===== src/ppd_pkg.sv =====
// ---------------------------------------------------------------------------
// ppd_pkg: shared types and constants
// Codes, widths and the controller/datapath command words.
// ---------------------------------------------------------------------------
package ppd_pkg;

   localparam int Q_W     = 32;   // Q16.16 word
   localparam int MUL_W   = 34;   // multiplier operand (33-bit diff + sign)
   localparam int PROD_W  = 2 * MUL_W;
   localparam int ACC_W   = 50;   // residual accumulator
   localparam int DIF_W   = 33;   // point minus vertex
   localparam int SQ_W    = 66;   // sum of three squares
   localparam int ROOT_W  = 33;
   localparam int REM_W   = 37;   // square root remainder
   localparam int NUM_W   = 49;   // divider numerator
   localparam int DREM_W  = 34;   // divider remainder
   localparam int STEP_W  = 6;
   localparam int OID_W   = 3;
   localparam int OCNT_W  = 4;

   localparam int MAX_RESULTS = 8;

   localparam logic [STEP_W-1:0] SQ_LAST = 6'd32;  // 33 root bits
   localparam logic [STEP_W-1:0] DV_LAST = 6'd48;  // 49 quotient bits

   localparam logic signed [Q_W-1:0] Q_MAX    = 32'sh7FFF_FFFF;
   localparam logic signed [Q_W-1:0] Q_MIN    = 32'sh8000_0000;
   localparam logic signed [Q_W-1:0] FACE_TOL = 32'sd6;

   localparam logic [1:0] KIND_PLANE  = 2'd0;
   localparam logic [1:0] KIND_VERTEX = 2'd1;
   localparam logic [1:0] KIND_COUNT  = 2'd2;
   localparam logic [1:0] KIND_QUERY  = 2'd3;

   localparam logic [1:0] COMP_X = 2'd0;
   localparam logic [1:0] COMP_Y = 2'd1;
   localparam logic [1:0] COMP_Z = 2'd2;

   typedef enum logic [1:0] {
      CASE_INSIDE = 2'd0,
      CASE_FACE   = 2'd1,
      CASE_VERTEX = 2'd2
   } case_type;

   typedef enum logic [4:0] {
      OP_NOP,
      OP_OBS_INIT,
      OP_PL_MX,
      OP_PL_MY,
      OP_PL_MZ,
      OP_PL_ACC,
      OP_PL_EVAL,
      OP_RES_PLANE,
      OP_PJ_MX,
      OP_PJ_MY,
      OP_PJ_MZ,
      OP_PJ_END,
      OP_V_DIFF,
      OP_V_MA,
      OP_V_MB,
      OP_V_MC,
      OP_V_ACC,
      OP_V_CMP,
      OP_RES_NOVTX,
      OP_SQ_INIT,
      OP_SQ_STEP,
      OP_RES_DIST,
      OP_DV_INIT,
      OP_DV_STEP,
      OP_DV_DONE
   } op_type;

   typedef struct packed {
      op_type     op;
      logic       pass2;   // residuals taken at the projected point
      logic [1:0] comp;    // direction component being divided
   } dp_cmd_type;

   typedef struct packed {
      logic rmax_pos;      // worst residual above zero
      logic violated;      // some plane beyond tolerance at projection
   } dp_stat_type;

   function automatic logic signed [Q_W-1:0] sat32(input logic signed [ACC_W-1:0] x);
      logic signed [Q_W-1:0] r;
      if (x > ACC_W'(Q_MAX)) begin
         r = Q_MAX;
      end else if (x < ACC_W'(Q_MIN)) begin
         r = Q_MIN;
      end else begin
         r = x[Q_W-1:0];
      end
      return r;
   endfunction

endpackage


===== src/ppd_ctrl.sv =====
// ---------------------------------------------------------------------------
// ppd_ctrl: query sequencer
// Walks obstacles, plane passes, vertices, sqrt and divide; issues commands.
// ---------------------------------------------------------------------------
module ppd_ctrl #(
   parameter int MAX_OBSTACLES         = 8,
   parameter int PLANES                = 32,
   parameter int VERTICES_PER_OBSTACLE = 128,
   localparam int PL_W  = $clog2(PLANES),
   localparam int VX_W  = $clog2(VERTICES_PER_OBSTACLE),
   localparam int CNT_W = $clog2(VERTICES_PER_OBSTACLE + 1)
) (
   input  logic                 clock,
   input  logic                 reset,
   input  logic                 start,
   input  logic [1:0]           req_kind,
   input  logic                 csr_we,
   input  logic [3:0]           csr_wdata,
   input  ppd_pkg::dp_stat_type stat,
   input  logic [CNT_W-1:0]     vcount,
   output ppd_pkg::dp_cmd_type  cmd,
   output logic [2:0]           obs_idx,
   output logic [PL_W-1:0]      pl_idx,
   output logic [VX_W-1:0]      vx_idx,
   output logic                 busy,
   output logic                 rsp_valid,
   output logic [2:0]           rsp_obstacle_id,
   output logic [1:0]           rsp_case_code,
   output logic                 rsp_last
);
   import ppd_pkg::*;

   localparam int N_LIM = (MAX_OBSTACLES < MAX_RESULTS) ? MAX_OBSTACLES : MAX_RESULTS;

   typedef enum logic [4:0] {
      S_IDLE, S_OBS,
      S_PRD, S_PMX, S_PMY, S_PMZ, S_PACC, S_PEVAL,
      S_DEC1, S_PJX, S_PJY, S_PJZ, S_PJE, S_DEC2,
      S_VINI, S_VRD, S_VD, S_VMA, S_VMB, S_VMC, S_VACC, S_VCMP,
      S_SQI, S_SQ, S_SQE, S_DVI, S_DV, S_DVE,
      S_OUT
   } state_type;

   state_type          state_ff, state_in;
   logic [OCNT_W-1:0]  ocnt_ff;
   logic [OID_W-1:0]   o_ff, o_in;
   logic [PL_W-1:0]    p_ff, p_in;
   logic [CNT_W-1:0]   v_ff, v_in;
   logic [STEP_W-1:0]  step_ff, step_in;
   logic [1:0]         comp_ff, comp_in;
   logic               pass2_ff, pass2_in;
   case_type           code_ff, code_in;
   logic [OCNT_W-1:0]  n_sat;
   logic               fire, last;

   assign n_sat = (32'(ocnt_ff) > 32'(N_LIM)) ? OCNT_W'(N_LIM) : ocnt_ff;
   assign fire  = start && !busy;
   assign last  = (OCNT_W'(o_ff) + 1'b1) == n_sat;

   always_comb begin
      state_in  = state_ff;
      o_in      = o_ff;
      p_in      = p_ff;
      v_in      = v_ff;
      step_in   = step_ff;
      comp_in   = comp_ff;
      pass2_in  = pass2_ff;
      code_in   = code_ff;
      cmd.op    = OP_NOP;
      cmd.pass2 = pass2_ff;
      cmd.comp  = comp_ff;
      case (state_ff)
         S_IDLE: begin
            if (fire && (req_kind == KIND_QUERY) && (n_sat != '0)) begin
               o_in     = '0;
               state_in = S_OBS;
            end
         end
         S_OBS: begin
            cmd.op   = OP_OBS_INIT;
            p_in     = '0;
            pass2_in = 1'b0;
            state_in = S_PRD;
         end
         S_PRD:  state_in = S_PMX;
         S_PMX:  begin cmd.op = OP_PL_MX;  state_in = S_PMY;   end
         S_PMY:  begin cmd.op = OP_PL_MY;  state_in = S_PMZ;   end
         S_PMZ:  begin cmd.op = OP_PL_MZ;  state_in = S_PACC;  end
         S_PACC: begin cmd.op = OP_PL_ACC; state_in = S_PEVAL; end
         S_PEVAL: begin
            cmd.op = OP_PL_EVAL;
            if (p_ff == PL_W'(PLANES - 1)) begin
               state_in = pass2_ff ? S_DEC2 : S_DEC1;
            end else begin
               p_in     = p_ff + 1'b1;
               state_in = S_PRD;
            end
         end
         S_DEC1: begin
            if (stat.rmax_pos) begin
               state_in = S_PJX;
            end else begin
               cmd.op   = OP_RES_PLANE;
               code_in  = CASE_INSIDE;
               state_in = S_OUT;
            end
         end
         S_PJX: begin cmd.op = OP_PJ_MX; state_in = S_PJY; end
         S_PJY: begin cmd.op = OP_PJ_MY; state_in = S_PJZ; end
         S_PJZ: begin cmd.op = OP_PJ_MZ; state_in = S_PJE; end
         S_PJE: begin
            cmd.op   = OP_PJ_END;
            p_in     = '0;
            pass2_in = 1'b1;
            state_in = S_PRD;
         end
         S_DEC2: begin
            if (!stat.violated) begin
               cmd.op   = OP_RES_PLANE;
               code_in  = CASE_FACE;
               state_in = S_OUT;
            end else begin
               state_in = S_VINI;
            end
         end
         S_VINI: begin
            code_in = CASE_VERTEX;
            v_in    = '0;
            if (vcount == '0) begin
               cmd.op   = OP_RES_NOVTX;
               state_in = S_OUT;
            end else begin
               state_in = S_VRD;
            end
         end
         S_VRD:  state_in = S_VD;
         S_VD:   begin cmd.op = OP_V_DIFF; state_in = S_VMA;  end
         S_VMA:  begin cmd.op = OP_V_MA;   state_in = S_VMB;  end
         S_VMB:  begin cmd.op = OP_V_MB;   state_in = S_VMC;  end
         S_VMC:  begin cmd.op = OP_V_MC;   state_in = S_VACC; end
         S_VACC: begin cmd.op = OP_V_ACC;  state_in = S_VCMP; end
         S_VCMP: begin
            cmd.op = OP_V_CMP;
            if ((v_ff + 1'b1) == vcount) begin
               state_in = S_SQI;
            end else begin
               v_in     = v_ff + 1'b1;
               state_in = S_VRD;
            end
         end
         S_SQI: begin
            cmd.op   = OP_SQ_INIT;
            step_in  = SQ_LAST;
            state_in = S_SQ;
         end
         S_SQ: begin
            cmd.op = OP_SQ_STEP;
            if (step_ff == '0) begin
               state_in = S_SQE;
            end else begin
               step_in = step_ff - 1'b1;
            end
         end
         S_SQE: begin
            cmd.op   = OP_RES_DIST;
            comp_in  = COMP_X;
            state_in = S_DVI;
         end
         S_DVI: begin
            cmd.op   = OP_DV_INIT;
            step_in  = DV_LAST;
            state_in = S_DV;
         end
         S_DV: begin
            cmd.op = OP_DV_STEP;
            if (step_ff == '0) begin
               state_in = S_DVE;
            end else begin
               step_in = step_ff - 1'b1;
            end
         end
         S_DVE: begin
            cmd.op = OP_DV_DONE;
            if (comp_ff == COMP_Z) begin
               state_in = S_OUT;
            end else begin
               comp_in  = comp_ff + 1'b1;
               state_in = S_DVI;
            end
         end
         S_OUT: begin
            if (last) begin
               state_in = S_IDLE;
            end else begin
               o_in     = o_ff + 1'b1;
               state_in = S_OBS;
            end
         end
         default: state_in = S_IDLE;
      endcase
   end

   always_ff @(posedge clock) begin
      if (reset) begin
         state_ff <= S_IDLE;
         ocnt_ff  <= '0;
         o_ff     <= '0;
         p_ff     <= '0;
         v_ff     <= '0;
         step_ff  <= '0;
         comp_ff  <= COMP_X;
         pass2_ff <= 1'b0;
         code_ff  <= CASE_INSIDE;
      end else begin
         state_ff <= state_in;
         if (csr_we) begin
            ocnt_ff <= csr_wdata;
         end
         o_ff     <= o_in;
         p_ff     <= p_in;
         v_ff     <= v_in;
         step_ff  <= step_in;
         comp_ff  <= comp_in;
         pass2_ff <= pass2_in;
         code_ff  <= code_in;
      end
   end

   assign obs_idx         = o_ff;
   assign pl_idx          = p_ff;
   assign vx_idx          = v_ff[VX_W-1:0];
   assign busy            = state_ff != S_IDLE;
   assign rsp_valid       = state_ff == S_OUT;
   assign rsp_obstacle_id = o_ff;
   assign rsp_case_code   = code_ff;
   assign rsp_last        = last;

endmodule


===== config.mk =====
export PLATFORM = sky130hd
export DESIGN_NAME = ppd_ctrl
export DESIGN_NICKNAME = d
export VERILOG_FILES = /design/src/ppd_pkg.sv /design/src/ppd_ctrl.sv
export SDC_FILE = /design/constraint.sdc
export NUM_CORES = 1
export LEC_CHECK = 0
export BUFFER_PORTS_ARGS = -buffer_cell sky130_fd_sc_hd__buf_2
export CAP_MARGIN = 20
export CORE_ASPECT_RATIO = 1.4
export CORE_MARGIN = 2
export CORE_UTILIZATION = 25
export CTS_CLUSTER_DIAMETER = 30
export CTS_CLUSTER_SIZE = 12
export DETAILED_ROUTE_END_ITERATION = 7
export GPL_ROUTABILITY_DRIVEN = 0
export PLACE_DENSITY_LB_ADDON = 0.15
export SLEW_MARGIN = 20
export SYNTH_ARGS = -nofsm -noshare
export SYNTH_HDL_FRONTEND = slang
export SYNTH_SLANG_ARGS = --single-unit

===== constraint.sdc =====
create_clock -name clock -period 2.7 [get_ports clock]
set_clock_uncertainty 0.1 [all_clocks]
set_input_delay 0.54 -clock clock [delete_from_list [all_inputs] [get_ports clock]]
set_output_delay 0.54 -clock clock [all_outputs]
set_load 0.1 [all_outputs]

# [Yosys cells after proc, flatten, opt, wreduce, memory -nomap -nowiden]
# Index checks and enable logic that the tools add are counted.
[classes] add_sub_neg=6 order_cmp=1 eq_ne=43 mux=32 reduce_logical=25
[op_table] op="one-hot mux 5 bit (28 select lines)" n=1
[op_table] op="one-hot mux 5 bit (25 select lines)" n=1
[op_table] op="== test 5 bit (second input constant)" n=14
[op_table] op="2-to-1 mux 5 bit" n=9
[op_table] op="== test 5 x 4 -> 1 bit (second input constant)" n=8
[op_table] op="== test 5 x 3 -> 1 bit (second input constant)" n=4
[op_table] op="!= test 2 bit (second input constant)" n=10
[op_table] op="2-to-1 mux 3 bit" n=6
[op_table] op="one-hot mux 6 bit (3 select lines)" n=1
[op_table] op="one-hot mux 8 bit (2 select lines)" n=1
[op_table] op="== test 5 x 2 -> 1 bit (second input constant)" n=2
[op_table] op="one-hot mux 5 bit (2 select lines)" n=1
[op_table] op="nonzero test 2 bit" n=5
[op_table] op="AND reduction 3 bit" n=3
[op_table] op="adder 8 x 1 -> 8 bit (second input constant)" n=1
[op_table] op="== test 8 bit" n=1
[op_table] op="logical NOT 8 bit" n=1
[op_table] op="2-to-1 mux 4 bit" n=2
[op_table] op="2-to-1 mux 8 bit" n=1
[op_table] op="AND reduction 2 bit" n=4
[op_table] op="logical NOT 6 bit" n=1
[op_table] op="2-to-1 mux 2 bit" n=3
[op_table] op="2-to-1 mux 6 bit" n=1
[op_table] op="one-hot mux 2 bit (3 select lines)" n=1
[op_table] op="20 further kinds" n=25
[word_totals] reg_bits=36 input_bits=20 out_inout_bits=31 word_cells=116

# [Depth between registers and ports, before layout]
[logic_depth] depth_word=7 mapped_depth=9 mapped_depth_nobuf=9

# [Least setup slack after synthesis]
# Ideal clock, no wire load.
[synth_timing] path_type="register to output" startpoint="reg state_ff[3]" endpoint="out cmd[5] (netlist bit)" arrival_ns=3.406 t_required_ns=2.060 path_slack_ns=-1.346 stages_incl_launch_ff=8 n_path_buf=2 cell_sequence="dfxtp_1 clkbuf_1 clkbuf_1 and3_1 nor2_1 nor2_1 a21oi_1 o21ai_0"
[synth_lines] item="start, declared" line_no="ppd_ctrl.sv:44" rtl="state_type state_ff, state_in;"
[synth_lines] item="start signal, assigned" line_no="ppd_ctrl.sv:215" rtl="state_ff <= state_in;"
[synth_lines] item="end, declared" line_no="ppd_ctrl.sv:21" rtl="output ppd_pkg::dp_cmd_type cmd,"

# [Final worst setup path]
[layout_timing] startpoint="reg o_ff[0], in the netlist obs_idx[0]" endpoint="out rsp_last"
[layout_via] elab_chain_cells=2
[layout_rtl] item="start, declared" line_no="ppd_ctrl.sv:46" rtl="logic [OID_W-1:0] o_ff, o_in;"
[layout_rtl] item="start signal, assigned" line_no="ppd_ctrl.sv:219" rtl="o_ff <= o_in;"
[layout_rtl] item="adder 3 x 1 -> 4 bit" line_no="ppd_ctrl.sv:58" rtl="assign last = (OCNT_W'(o_ff) + 1'b1) == n_sat;"
[layout_rtl] item="== test 4 bit" line_no="ppd_ctrl.sv:58"
[layout_rtl] item="end, declared" line_no="ppd_ctrl.sv:29" rtl="output logic rsp_last"
# No other way between the ends.

==> results by group <==
Outcome
  – Status: completed

Detailed routing
  – Residual DRC count: 0
  – Vias per cell: about 5.2
  – DRT Pass-1 Iters: 4
  – WL/cell: 15.4 µm
  – Post-route ant nets: 0
  – DR iter-0 viols: 135
  – Final wirelength: about 9 mm
  – Routed vias: 2981

Pwr
  – Peak VDD IR: around 0.00022 V
  – Overall power: 0.00127 W
  – Pleak: 1.36 nW
  – Cell Pwr Density: 349 nW/µm²

Die
  – Die area: between 10000 and 15000 µm²
  – Ports: 51
  – Die Span X: 93.7 µm
  – Row count: 45
  – Initial Utilization: 0.258
  – Die Ht: 130 µm
  – Core Box Area: approximately 11000 µm²

Yosys
  – Top cell type's share of synthesized area: 0.256
  – Compound-Gate Fraction of Synth Area: 0.245
  – Post-synth EDFFs: 0
  – Register area share after synthesis: 0.256
  – Most common cell in the netlist: nor2_1
  – Main area contributors after synthesis: dfxtp_1 (26%), a21oi_1 (5.2%), nor2_1 (5.1%)
  – Synthesized area per cell: 7.40 µm²
  – Post-synth net total: between 400 and 500
  – Flop and latch count out of synthesis: 36
  – Post-Syn Area: 2820 µm²
  – Post-synthesis xor/xnor area fraction: 0.0528
  – Simple-Gate Fraction of Synth Area: 0.296
  – Synthesis warning total: 0
  – Top post-synthesis cells by count: nor2_1 (38), dfxtp_1 (36), a21oi_1 (29), nand2_1 (29)
  – Netlist cell types: 60
  – Multiplexer share of the synthesized area: 0.0320
  – Largest family of logic cells by synthesized area: simple AND/OR/NAND/NOR gates
  – Area leader, netlist: dfxtp_1
  – Adder-cell share of the synthesized area: 0.0311
  – Ys async rst share: 0
  – Synth Instances: 381
  – Ys flop type: dfxtp_1

Global route
  – Number of global-route vias before repair: 2808
  – Total GRT Usage: 0.147
  – Total overflow reported by the global router: 0
  – Largest net degree at the start of global routing: 22
  – Initial antenna violation count: 0
  – First-pass GRT wire length: 14.3 mm

Placed design
  – Number of port buffers: 50
  – Post-DP HPWL: 6.72 mm
  – Dpl ws: approximately 0.096 ns

Layout
  – Area growth from synthesis to final layout: 29.5%
  – Inserted Diodes: 0
  – Layout cell share with drive strength beyond 1: 0.261
  – Net count, final: between 400 and 500

Worst setup path
  – Critical Path RT: around 2 ns
  – Critical path type: flip-flop to output port
  – Cells along the critical path: ha_4, and4b_1, a31oi_1, o32a_1, or2_2, clkinvlp_4, buf_12
  – Crit end category: output port
  – Highest net fanout along the worst path: 9
  – Critical path data arrival time: 1.96 ns
  – Startpoint Class: flip-flop
  – CP max stage cell: dfxtp_4
  – CP peak stage delay: 0.37 ns

STA
  – Slew HR: 0.599
  – Fin crit period: 2.60 ns
  – Fin Setup TNS: 0 ns
  – Final Cycle Share: 0.962
  – RSZ-0062 raised after global routing: false
  – Endpoints failing hold: 0
  – Measured slew at the worst slew-check pin: 0.596 ns
  – Final Max Tran Viols: 0
  – Final Setup Violations: 0
  – Worst setup margin: 0.102 ns
  – F_max: 385 MHz

Clock tree
  – Clock transition at path regs: ~0.050 ns
  – Num Clock Sinks: 36
  – CTS root buf: clkbuf_16
  – Num CTS Buffers: 5
  – CTS tree: built
  – CTS Buffer Depth: 2
  – Hold_buf cts: 0
  – Clk_lat worst skew: 0.28 ns
  – H-tree depth: 2

Flow run
  – Max Cap Violations: 0

Min path
  – Worst min-delay path class: flip-flop to flip-flop
## worst paths after layout
check                                      from                             to  slack [ns]  depth (start not counted)
setup reg to reg           v_ff[0]$_SDFFE_PP0P_           v_ff[2]$_SDFFE_PP0P_        0.21                          8
setup / recovery        obs_idx[0]$_SDFFE_PP0P_                       rsp_last        0.10                          7
hold reg to reg   rsp_case_code[0]$_SDFFE_PP0P_  rsp_case_code[0]$_SDFFE_PP0P_        0.37                          2
hold / removal    rsp_case_code[0]$_SDFFE_PP0P_  rsp_case_code[0]$_SDFFE_PP0P_        0.37                          2
## through the flow
stage | utilization | instances | instance area, µm² | hold slack [ns]
3_5_place_dp | 0.319 | 566 | 3480 | 0.354
6_report | 0.334 | 574 | 3650 | 0.365
4_1_cts | 0.332 | 574 | 3630 | 0.367
5_1_grt | 0.334 | 574 | 3650 | 0.397
2_1_floorplan | - | 381 | 2880 | 0.364
3_3_place_gp | 0.319 | 566 | 3480 | 0.357
## area by class of cell
type	instances	area (µm²)
clock buffer	8	146
fill	1244	7270
tap	141	176
inverter	13	52.6
timing repair buffer	81	616
multi-input combinational	295	1920
sequential	36	738
## per-layer routing
layer / vias to the layer above / routed length (µm) / GRT usage
met3: 10 / 327 / 0.0198
met4: 0 / 126 / 0.0392
li1: 1489 / - / -
met2: 63 / 4460 / 0.263
met1: 1419 / 3950 / 0.183
met5: - / 0 / 0
## layout by cell type, fill, tap and decap left out, types with 7 or more instances in the layout
cell type / instances
a21oi_1: 29
a31oi_1: 8
buf_12: 9
buf_2: 42
buf_4: 30
dfxtp_1: 28
inv_1: 12
mux2i_1: 9
nand2_1: 29
nand2b_1: 10
nand3_1: 18
nor2_1: 37
nor2b_1: 9
o21ai_0: 16
xnor2_1: 10
xor2_1: 7
## flip-flops by register name, indices dropped and copies added, names as in the netlist
register / cells
obs_idx: 3
state_ff: 5
v_ff: 8
rsp_case_code: 2
comp_ff: 2
pass2_ff: 1
pl_idx: 5
step_ff: 6
ocnt_ff: 4
## timing repair
| item | 4_1_cts | 5_1_grt |
|---|---|---|
| setup endpoints to repair | 3 | 7 |
| gates resized for setup | 3 | 5 |
| pin swaps | 0 | 1 |
| setup buffers | 0 | 0 |
## logic make-up (layout without fill, tap and decap cells)
family                   after synthesis  after routing
AO/OA/AOI/OAI                        105            105
multiplexers                           9              9
XOR/XNOR                              17             17
flip-flops                            36             36
buffers and inverters                 50            102
adder cells (fa/ha/maj)                7              7
AND/OR/NAND/NOR                      157            157
## critical path, delay by kind of cell, from the launching register on
family / cells / cell delay [ns]
DFF: 1 / 0.37
adders and majority gates: 1 / 0.29
and+or+nand+nor: 2 / 0.53
AOI/OAI and AO/OA: 2 / 0.23
buffers and inverters: 2 / 0.25
## where the power goes
part	internal (W)	switching [W]	leakage (nW)
clock network	0.000368	0.000216	0.0712
registers	0.000533	0.00000707	0.296
logic	0.0000588	0.0000913	0.993
total	0.000960	0.000314	1.36
Note: power is estimated with default switching activity, not from simulation.
